<file path="src/hw/rtl/gcra_pkg.sv">
// Shared types and constants for the glyph cursor row address generator.
// Depends on nothing; every other file of the block imports it.
package gcra_pkg;

    localparam int MAX_CELL_HEIGHT = 64;

    localparam logic [12:0] WINDOW_WIDTH_RST  = 13'd800;
    localparam logic [12:0] WINDOW_HEIGHT_RST = 13'd480;
    localparam logic [6:0]  CELL_HEIGHT_RST   = 7'd16;
    localparam logic [13:0] LINE_STRIDE_RST   = 14'd800;

    localparam logic [1:0] REG_WINDOW_WIDTH  = 2'd0;
    localparam logic [1:0] REG_WINDOW_HEIGHT = 2'd1;
    localparam logic [1:0] REG_CELL_HEIGHT   = 2'd2;
    localparam logic [1:0] REG_LINE_STRIDE   = 2'd3;

    localparam logic KIND_GLYPH     = 1'b0;
    localparam logic KIND_NEW_FRAME = 1'b1;

    localparam logic STATUS_ROW  = 1'b0;
    localparam logic STATUS_FULL = 1'b1;

    typedef struct packed {
        logic        kind;
        logic [9:0]  glyph_width;
        logic [23:0] glyph_base;
    } gcra_in_t;

    typedef struct packed {
        logic [24:0] dest_offset;
        logic [23:0] source_offset;
        logic [9:0]  row_length;
        logic        status;
        logic        last;
    } gcra_out_t;

    // cell_height here is the clamped value, 1..MAX_CELL_HEIGHT
    typedef struct packed {
        logic [12:0] window_width;
        logic [12:0] window_height;
        logic [6:0]  cell_height;
        logic [13:0] line_stride;
    } gcra_cfg_t;

    typedef struct packed {
        logic load;
        logic new_frame;
        logic wrap;
        logic start_rows;
        logic next_row;
        logic advance;
        logic refuse;
    } gcra_cmd_t;

    typedef struct packed {
        logic kind;
        logic zero_width;
        logic full;
        logic wrap;
        logic last_row;
    } gcra_stat_t;

endpackage

</file>
<file path="src/hw/rtl/gcra_cfg.sv">
// APB-style register file for the glyph cursor row address generator.
// Depends on gcra_pkg.
module gcra_cfg (
    input  logic                clk,
    input  logic                rst_n,
    input  logic                psel,
    input  logic                penable,
    input  logic                pwrite,
    input  logic [3:0]          paddr,
    input  logic [31:0]         pwdata,
    output logic [31:0]         prdata,
    output logic                pready,
    output gcra_pkg::gcra_cfg_t cfg
);
    import gcra_pkg::*;

    logic [12:0] window_width_reg;
    logic [12:0] window_height_reg;
    logic [6:0]  cell_height_reg;
    logic [13:0] line_stride_reg;
    logic        wr_en;
    logic [1:0]  reg_idx;

    assign pready  = 1'b1;
    assign wr_en   = psel && penable && pwrite;
    assign reg_idx = paddr[3:2];

    always_ff @(posedge clk or negedge rst_n)
    begin
        if (!rst_n)
        begin
            window_width_reg  <= WINDOW_WIDTH_RST;
            window_height_reg <= WINDOW_HEIGHT_RST;
            cell_height_reg   <= CELL_HEIGHT_RST;
            line_stride_reg   <= LINE_STRIDE_RST;
        end
        else if (wr_en)
        begin
            unique case (reg_idx)
                REG_WINDOW_WIDTH:  window_width_reg  <= pwdata[12:0];
                REG_WINDOW_HEIGHT: window_height_reg <= pwdata[12:0];
                REG_CELL_HEIGHT:   cell_height_reg   <= pwdata[6:0];
                REG_LINE_STRIDE:   line_stride_reg   <= pwdata[13:0];
                default:           ;
            endcase
        end
    end

    always_comb
    begin
        unique case (reg_idx)
            REG_WINDOW_WIDTH:  prdata = {19'd0, window_width_reg};
            REG_WINDOW_HEIGHT: prdata = {19'd0, window_height_reg};
            REG_CELL_HEIGHT:   prdata = {25'd0, cell_height_reg};
            REG_LINE_STRIDE:   prdata = {18'd0, line_stride_reg};
            default:           prdata = 32'd0;
        endcase
    end

    // zero acts as one row, anything above the maximum as the maximum
    always_comb
    begin
        cfg.window_width  = window_width_reg;
        cfg.window_height = window_height_reg;
        cfg.line_stride   = line_stride_reg;
        priority if (cell_height_reg == 7'd0)
            cfg.cell_height = 7'd1;
        else if (cell_height_reg > 7'(MAX_CELL_HEIGHT))
            cfg.cell_height = 7'(MAX_CELL_HEIGHT);
        else
            cfg.cell_height = cell_height_reg;
    end

endmodule

</file>
<file path="src/hw/rtl/gcra_ctrl.sv">
// Sequencer for the glyph cursor row address generator.
// Depends on gcra_pkg; drives gcra_dp through command and status structs.
module gcra_ctrl (
    input  logic                 clk,
    input  logic                 rst_n,
    input  logic                 in_valid,
    output logic                 in_ready,
    output logic                 out_valid,
    input  logic                 out_ready,
    input  gcra_pkg::gcra_stat_t stat,
    output gcra_pkg::gcra_cmd_t  cmd
);
    import gcra_pkg::*;

    typedef enum logic [5:0] {
        ST_IDLE  = 6'b000001,
        ST_CHECK = 6'b000010,
        ST_WRAP  = 6'b000100,
        ST_SETUP = 6'b001000,
        ST_EMIT  = 6'b010000,
        ST_FULL  = 6'b100000
    } state_t;

    state_t state_reg;
    state_t state_next;

    assign in_ready  = (state_reg == ST_IDLE);
    assign out_valid = (state_reg == ST_EMIT) || (state_reg == ST_FULL);

    always_comb
    begin
        state_next = state_reg;
        cmd        = '0;
        cmd.refuse = (state_reg == ST_FULL);
        unique case (state_reg)
            ST_IDLE:
            begin
                if (in_valid)
                begin
                    cmd.load = 1'b1;
                    if (stat.kind == KIND_NEW_FRAME)
                        cmd.new_frame = 1'b1;
                    else if (!stat.zero_width)
                        state_next = ST_CHECK;
                end
            end
            ST_CHECK:
            begin
                priority if (stat.full)
                    state_next = ST_FULL;
                else if (stat.wrap)
                begin
                    cmd.wrap   = 1'b1;
                    state_next = ST_WRAP;
                end
                else
                    state_next = ST_SETUP;
            end
            ST_WRAP:
                state_next = stat.full ? ST_FULL : ST_SETUP;
            ST_SETUP:
            begin
                cmd.start_rows = 1'b1;
                state_next     = ST_EMIT;
            end
            ST_EMIT:
            begin
                if (out_ready)
                begin
                    cmd.next_row = 1'b1;
                    if (stat.last_row)
                    begin
                        cmd.advance = 1'b1;
                        state_next  = ST_IDLE;
                    end
                end
            end
            ST_FULL:
            begin
                if (out_ready)
                    state_next = ST_IDLE;
            end
            default:
                state_next = ST_IDLE;
        endcase
    end

    always_ff @(posedge clk or negedge rst_n)
    begin
        if (!rst_n)
            state_reg <= ST_IDLE;
        else
            state_reg <= state_next;
    end

endmodule

</file>
<file path="src/hw/rtl/gcra_dp.sv">
// Datapath of the glyph cursor row address generator: cursor, item latch,
// row address counters. Depends on gcra_pkg.
module gcra_dp (
    input  logic                 clk,
    input  logic                 rst_n,
    input  gcra_pkg::gcra_cfg_t  cfg,
    input  gcra_pkg::gcra_in_t   in_data,
    input  gcra_pkg::gcra_cmd_t  cmd,
    output gcra_pkg::gcra_stat_t stat,
    output gcra_pkg::gcra_out_t  out_data
);
    import gcra_pkg::*;

    logic [12:0] cur_x_reg;
    logic [12:0] cur_y_reg;
    logic [9:0]  gw_reg;
    logic [23:0] base_reg;
    logic [24:0] dst_reg;
    logic [23:0] src_reg;
    logic [6:0]  row_reg;

    logic [13:0] y_plus_ch;
    logic [13:0] x_plus_gw;
    logic [12:0] wrap_y;
    logic [26:0] row_prod;
    logic [24:0] dst_start;

    assign y_plus_ch = {1'b0, cur_y_reg} + {7'd0, cfg.cell_height};
    assign x_plus_gw = {1'b0, cur_x_reg} + {4'd0, gw_reg};
    // next text row, pinned at the top of the cursor range
    assign wrap_y    = y_plus_ch[13] ? 13'h1FFF : y_plus_ch[12:0];
    assign row_prod  = 27'(cur_y_reg) * 27'(cfg.line_stride);
    assign dst_start = row_prod[24:0] + {12'd0, cur_x_reg};

    assign stat.kind       = in_data.kind;
    assign stat.zero_width = (in_data.glyph_width == 10'd0);
    assign stat.full       = y_plus_ch > {1'b0, cfg.window_height};
    assign stat.wrap       = x_plus_gw > {1'b0, cfg.window_width};
    assign stat.last_row   = (row_reg == cfg.cell_height - 7'd1);

    always_ff @(posedge clk or negedge rst_n)
    begin
        if (!rst_n)
        begin
            cur_x_reg <= 13'd0;
            cur_y_reg <= 13'd0;
        end
        else
        begin
            if (cmd.new_frame)
            begin
                cur_x_reg <= 13'd0;
                cur_y_reg <= 13'd0;
            end
            else if (cmd.wrap)
            begin
                cur_x_reg <= 13'd0;
                cur_y_reg <= wrap_y;
            end
            else if (cmd.advance)
                cur_x_reg <= x_plus_gw[12:0];
        end
    end

    always_ff @(posedge clk)
    begin
        if (cmd.load)
        begin
            gw_reg   <= in_data.glyph_width;
            base_reg <= in_data.glyph_base;
        end
        if (cmd.start_rows)
        begin
            dst_reg <= dst_start;
            src_reg <= base_reg;
            row_reg <= 7'd0;
        end
        else if (cmd.next_row)
        begin
            dst_reg <= dst_reg + {11'd0, cfg.line_stride};
            src_reg <= src_reg + {14'd0, gw_reg};
            row_reg <= row_reg + 7'd1;
        end
    end

    always_comb
    begin
        if (cmd.refuse)
        begin
            out_data.dest_offset   = 25'd0;
            out_data.source_offset = 24'd0;
            out_data.row_length    = 10'd0;
            out_data.status        = STATUS_FULL;
            out_data.last          = 1'b1;
        end
        else
        begin
            out_data.dest_offset   = dst_reg;
            out_data.source_offset = src_reg;
            out_data.row_length    = gw_reg;
            out_data.status        = STATUS_ROW;
            out_data.last          = stat.last_row;
        end
    end

endmodule

</file>
<file path="src/hw/rtl/glyph_cursor_row_address_gen.sv">
// Top level of the glyph cursor row address generator.
// Depends on gcra_pkg, gcra_cfg, gcra_ctrl and gcra_dp.
//
// Usage:
//   in_*   : one word per glyph or new-frame command (gcra_in_t), valid/ready.
//   out_*  : row copy commands and frame-full refusals (gcra_out_t),
//            valid/ready; the final word of each glyph carries last = 1.
//   APB    : window_width 0x0, window_height 0x4, cell_height 0x8,
//            line_stride 0xC; write only while the block is idle.
// Timing:
//   Words are handled one at a time; in_ready is high only while idle.
//   A new-frame or zero-width word yields nothing and leaves the block idle.
//   A placed glyph goes through check, wrap (only when it wraps) and setup,
//   then yields one row per cycle while out_ready is high.
//   The row sequencer, one row address add per cycle, sets this rate.
//   A refused glyph yields its status word after check (and wrap, if it wraps).
// Stall: the output word is held in registers; the sequencer stops while
//   out_ready is low and resumes without loss.
// Reset: cursor at (0,0), registers at 800 / 480 / 16 / 800, idle.
module glyph_cursor_row_address_gen (
    input  logic                clk,
    input  logic                rst_n,
    input  logic                in_valid,
    output logic                in_ready,
    input  gcra_pkg::gcra_in_t  in_data,
    output logic                out_valid,
    input  logic                out_ready,
    output gcra_pkg::gcra_out_t out_data,
    input  logic                psel,
    input  logic                penable,
    input  logic                pwrite,
    input  logic [3:0]          paddr,
    input  logic [31:0]         pwdata,
    output logic [31:0]         prdata,
    output logic                pready
);
    import gcra_pkg::*;

    gcra_cfg_t  cfg;
    gcra_cmd_t  cmd;
    gcra_stat_t stat;

    gcra_cfg u_cfg (
        .clk     (clk),
        .rst_n   (rst_n),
        .psel    (psel),
        .penable (penable),
        .pwrite  (pwrite),
        .paddr   (paddr),
        .pwdata  (pwdata),
        .prdata  (prdata),
        .pready  (pready),
        .cfg     (cfg)
    );

    // sequencer: glyph decision, wrap, row emission
    gcra_ctrl u_ctrl (
        .clk       (clk),
        .rst_n     (rst_n),
        .in_valid  (in_valid),
        .in_ready  (in_ready),
        .out_valid (out_valid),
        .out_ready (out_ready),
        .stat      (stat),
        .cmd       (cmd)
    );

    // cursor and address counters
    gcra_dp u_dp (
        .clk      (clk),
        .rst_n    (rst_n),
        .cfg      (cfg),
        .in_data  (in_data),
        .cmd      (cmd),
        .stat     (stat),
        .out_data (out_data)
    );

    // one word in flight: never taking input while a result is pending
    a_no_overlap: assert property (@(posedge clk) disable iff (!rst_n)
        !(in_ready && out_valid))
        else $error("input taken while output pending");

    a_full_shape: assert property (@(posedge clk) disable iff (!rst_n)
        (out_valid && out_data.status == STATUS_FULL)
            |-> (out_data.last && out_data.row_length == 10'd0))
        else $error("refusal word malformed");

    a_row_nonzero: assert property (@(posedge clk) disable iff (!rst_n)
        (out_valid && out_data.status == STATUS_ROW) |-> (out_data.row_length != 10'd0))
        else $error("row command with zero length");

    // rows of one glyph come back to back
    a_rows_contig: assert property (@(posedge clk) disable iff (!rst_n)
        (out_valid && out_ready && !out_data.last) |=> out_valid)
        else $error("gap inside a glyph's rows");

endmodule
</file>
<file path="config.mk">
export PLATFORM = sky130hd
export DESIGN_NAME = glyph_cursor_row_address_gen
export DESIGN_NICKNAME = d
export VERILOG_FILES = /design/src/hw/rtl/gcra_pkg.sv /design/src/hw/rtl/gcra_cfg.sv /design/src/hw/rtl/gcra_ctrl.sv /design/src/hw/rtl/gcra_dp.sv /design/src/hw/rtl/glyph_cursor_row_address_gen.sv
export SDC_FILE = /design/constraint.sdc
export NUM_CORES = 1
export LEC_CHECK = 0
export BUFFER_PORTS_ARGS = -buffer_cell sky130_fd_sc_hd__buf_2
export CAP_MARGIN = 20
export CORE_ASPECT_RATIO = 0.9
export CORE_UTILIZATION = 50
export DETAILED_ROUTE_END_ITERATION = 12
export GPL_TIMING_DRIVEN = 0
export HOLD_SLACK_MARGIN = 0.1
export PLACE_DENSITY = 0.69
export RECOVER_POWER = 50
export SLEW_MARGIN = 20
export SYNTH_ARGS = -nofsm -noshare
export SYNTH_HDL_FRONTEND = slang
export SYNTH_SLANG_ARGS = --single-unit
</file>
<file path="constraint.sdc">
create_clock -name clk -period 6.79 [get_ports clk]
set_input_delay 1.358 -clock clk [delete_from_list [all_inputs] [get_ports clk]]
set_output_delay 1.358 -clock clk [all_outputs]
set_load 0.005 [all_outputs]
</file>
==> metrics.csv <==
stage;metric;value;unit
sta;finalSetupTns;0;ps
pwr;irDropWorstVdd;0.000173;V
setup_path;crit_path_max_incr_delay;590;ps
detailed_routing;dr_total_vias;13300;
outcome;status;complete, but fails checks;
floorplan;io_pins;174;
setup_path;endpoint;u_dp.dst_reg[22];
sta;final_max_slew_viol_count;164;
logic_synthesis;netlist_instances;1788;
pwr;seqPwrFrac;39.5;%
logic_synthesis;synth-edff-count;83;
floorplan;core;33000;um^2
clock_network;clock_latency;450;ps
outcome;violations;max-capacitance violations, max-slew violations;
setup_path;worst-setup-path-type;reg -> reg;
cells_and_area;largest_reg_flops;25;
clock_network;cts_buffers;17;
sta;hold_violations;0;
logic_synthesis;synth_top_cells_by_area;fa_1 (17%), edfxtp_1 (15%), ha_1 (11%);
logic_synthesis;syn_avg_cell_area;9.43;um^2
pwr;leakage;0.00903;uW
setup_path;ff2ff_path_depth;21;
pwr;combPwrFrac;33.8;%
pwr;switching_share;36.5;%
sta;fin_skew;13.6;ps
sta;layout_worst_path_cycle_share;97.5;%
setup_path;endpoint_kind;flip-flop;
global_route;overflow;0;
logic_synthesis;synth.largest_area_cell;fa_1;
cells_and_area;fin_nets;2323;
setup_path;arrival;6800;ps
logic_synthesis;synth_common_cells;inv_1 (229), nand2_1 (187), and2_1 (151);
logic_synthesis;synthArstFlopShare;46.7;%
place;hpwlAfterDp;35800;um
place;port_buffers;132;
setup_path;reg2reg_to;u_dp.dst_reg[22];
hold_path;hp-class;reg -> reg;
clock_network;htreeDepth;4;
floorplan;die_h;176;um
setup_path;crit_family;adder cells;
clock_network;cts_tree;done;
pwr;pwr-share-clk;26.6;%
setup_path;crit_cells;21;
global_route;grt_start_max_net_pins;50;
detailed_routing;first_pass_iters;5;
setup_path;path_cells;clkbuf_4 > and2_1 > fa_1 > inv_1 > fa_1 > inv_1 > fa_1 > fa_1 > fa_1 > inv_1 > fa_1 > inv_1 > ha_1 > a211o_1 > a211oi_2 > a211oi_2 > o2111a_2 > o41ai_4 > o21ai_1 > xnor2_1 > mux2i_1;
logic_synthesis;synth_top_area_share;17.1;%
pwr;power_density;197;nW/um^2
sta;min_period;6620;ps
clock_network;cts.sinks;169;
cells_and_area;areaGrowthSynthToFinish;11.2;%
logic_synthesis;yosys_warnings;0;
detailed_routing;ant_nets;0;
setup_path;critPathMaxFanout;10;
sta;slew_headroom;-153;%
setup_path;crit_start;u_cfg.line_stride_reg[6];
pwr;design_power_total;3700;uW
floorplan;rows;63;
clock_network;cts_buffer_depth;2;
floorplan;die_w;196;um
logic_synthesis;synth_area;16900;um^2
pwr;intPower;2350;uW
setup_path;path_common_cell;fa_1;
setup_path;crit_buf_inv;5;
detailed_routing;wl;44500;um
clock_network;path_clk_slew;70;ps
place;gp_congestion;0.934;
setup_path;r2r_slack;170;ps
place;postPlaceCellArea;18200;um^2
hold_path;min_from;u_dp.base_reg[4];
setup_path;worst_ep_required_time;6960;ps
logic_synthesis;yosysSeqAreaShare;27.4;%
global_route;grt_pass1_vias;13600;
global_route;track_usage;27.3;%
run;cap_violations;4;
floorplan;initial_core_util;51.0;%
setup_path;slowest_stage;fa_1;
detailed_routing;drt_iter0_drc;848;
detailed_routing;drc_errors;0;
global_route;grt_pass1_wl;72400;um
floorplan;die_area;34400;um^2
sta;tightest_slew;3790;ps
setup_path;timing.rr.start;u_cfg.line_stride_reg[6];
clock_network;cts_root_buffer;clkbuf_16;
logic_synthesis;synth_seq_cells;169;
pwr;p_switching;1350;uW
detailed_routing;vias_per_cell;5.56;
sta;final-setup-viol-count;0;
detailed_routing;wl_per_cell;18.7;um
cells_and_area;num_antenna_cells;0;
global_route;antenna_found_initial;3;
cells_and_area;fillers;2981;
logic_synthesis;synth_cell_types;73;
setup_path;start_kind;flip-flop;
sta;max_freq;151;MHz
logic_synthesis;yosysMostFrequentCell;inv_1;
cells_and_area;design_area;18700;um^2
cells_and_area;post_route_cells_drive_above_1_share;13.7;%
logic_synthesis;dominantRegCellSynth;edfxtp_1;
-- area by class of cell --
class / instances / area, um^2 / area share (%)
plain buffers: 85 / 430 / 2.30
well taps: 422 / 528 / 2.82
repair buffers: 135 / 664 / 3.55
clock inverters: 9 / 85.1 / 0.454
inverters: 229 / 860 / 4.59
flip-flops and latches: 169 / 4630 / 24.7
clock buffers: 23 / 500 / 2.67
multi-input cells: 1314 / 11000 / 58.9
-- metrics by stage --
stage | util, % | instances | hold slack (ps) | worst slack [ps]
global placement | 54.8 | 2359 | 506 | -269
global route | 56.7 | 2386 | 542 | -26.3
CTS | 56.8 | 2391 | 521 | 7.73
detailed placement | 55.0 | 2361 | 504 | -404
floorplan | - | 1805 | 484 | 632
finish | 56.7 | 2386 | 522 | 166
-- per-layer routing --
metal  global-route usage (%)  part of all wire (%)  up-vias
met1                     37.8                    45     6522
met3                     4.66                   7.1       63
met4                     8.17                   2.4        0
met2                     43.9                    45      463
met5                        0                     0        -
li1                         -                     -     6224
-- power by group through the flow --
stage                     sequential, uW  combinational, uW  clock, uW
after global placement              1470               1190          0
after global routing                1480               1400       1040
after detailed placement            1470               1240          0
after CTS                           1450               1260        995
after floorplan                     1380                874          0
final                               1460               1250        985
-- cells by family (layout without fill, tap and decap cells) --
group | count (synthesis) | after routing | share of synthesized area, %
AOI/OAI and AO/OA | 270 | 270 | 9.91
xor gates and xnor gates | 101 | 101 | 5.25
adders and majority gates | 294 | 294 | 28.2
buffers and inverters | 322 | 481 | 7.68
DFF | 169 | 169 | 27.4
muxes | 64 | 64 | 4.57
other | 2 | 19 | 0.0446
and+or+nand+nor | 566 | 566 | 16.9
-- worst min-delay path by stage --
stage               slack, ps  cells past startpoint               end
floorplan                 480                      2   u_dp.src_reg[0]
global placement          510                      2  u_dp.src_reg[12]
detailed placement        500                      2   u_dp.src_reg[4]
CTS                       520                      2   u_dp.src_reg[4]
global route              540                      2   u_dp.src_reg[4]
finish                    520                      2   u_dp.src_reg[4]
-- worst min-delay path: stages, from the launching register on --
cell      delay [ps]
edfxtp_1         320
nand2_1           40
nand2_1           50
-- placed cells by master, fill, tap and decap left out, types with 6 or more instances in the layout --
cell type	instances
dfxtp_1	7
xnor2_1	59
o21ai_0	79
a2111oi_0	6
mux4_2	7
dfrtp_2	6
a211oi_1	10
and2_1	148
nand4_1	17
nand2_1	187
xor2_1	42
nand2b_1	8
buf_2	127
dfstp_2	12
and3_1	9
nor4_1	9
ha_1	150
clkbuf_2	16
a21o_1	20
inv_1	229
o21a_1	13
clkbuf_1	54
nor2_1	100
mux2i_1	24
o211ai_1	6
clkbuf_16	19
edfxtp_1	83
nand3_1	18
nor2b_1	13
or3_1	8
conb_1	19
dfrtp_1	61
mux2_2	33
nor3_1	18
fa_1	144
buf_4	23
a21oi_1	85
-- repair_timing --
item	4_1_cts	5_1_grt
resized for setup	9	38
setup buffers	1	0
hold buffers	0	0
cloned	0	0
setup endpoints to repair	5	7
pin swaps	0	1
Power figures use the tool's default switching activity.
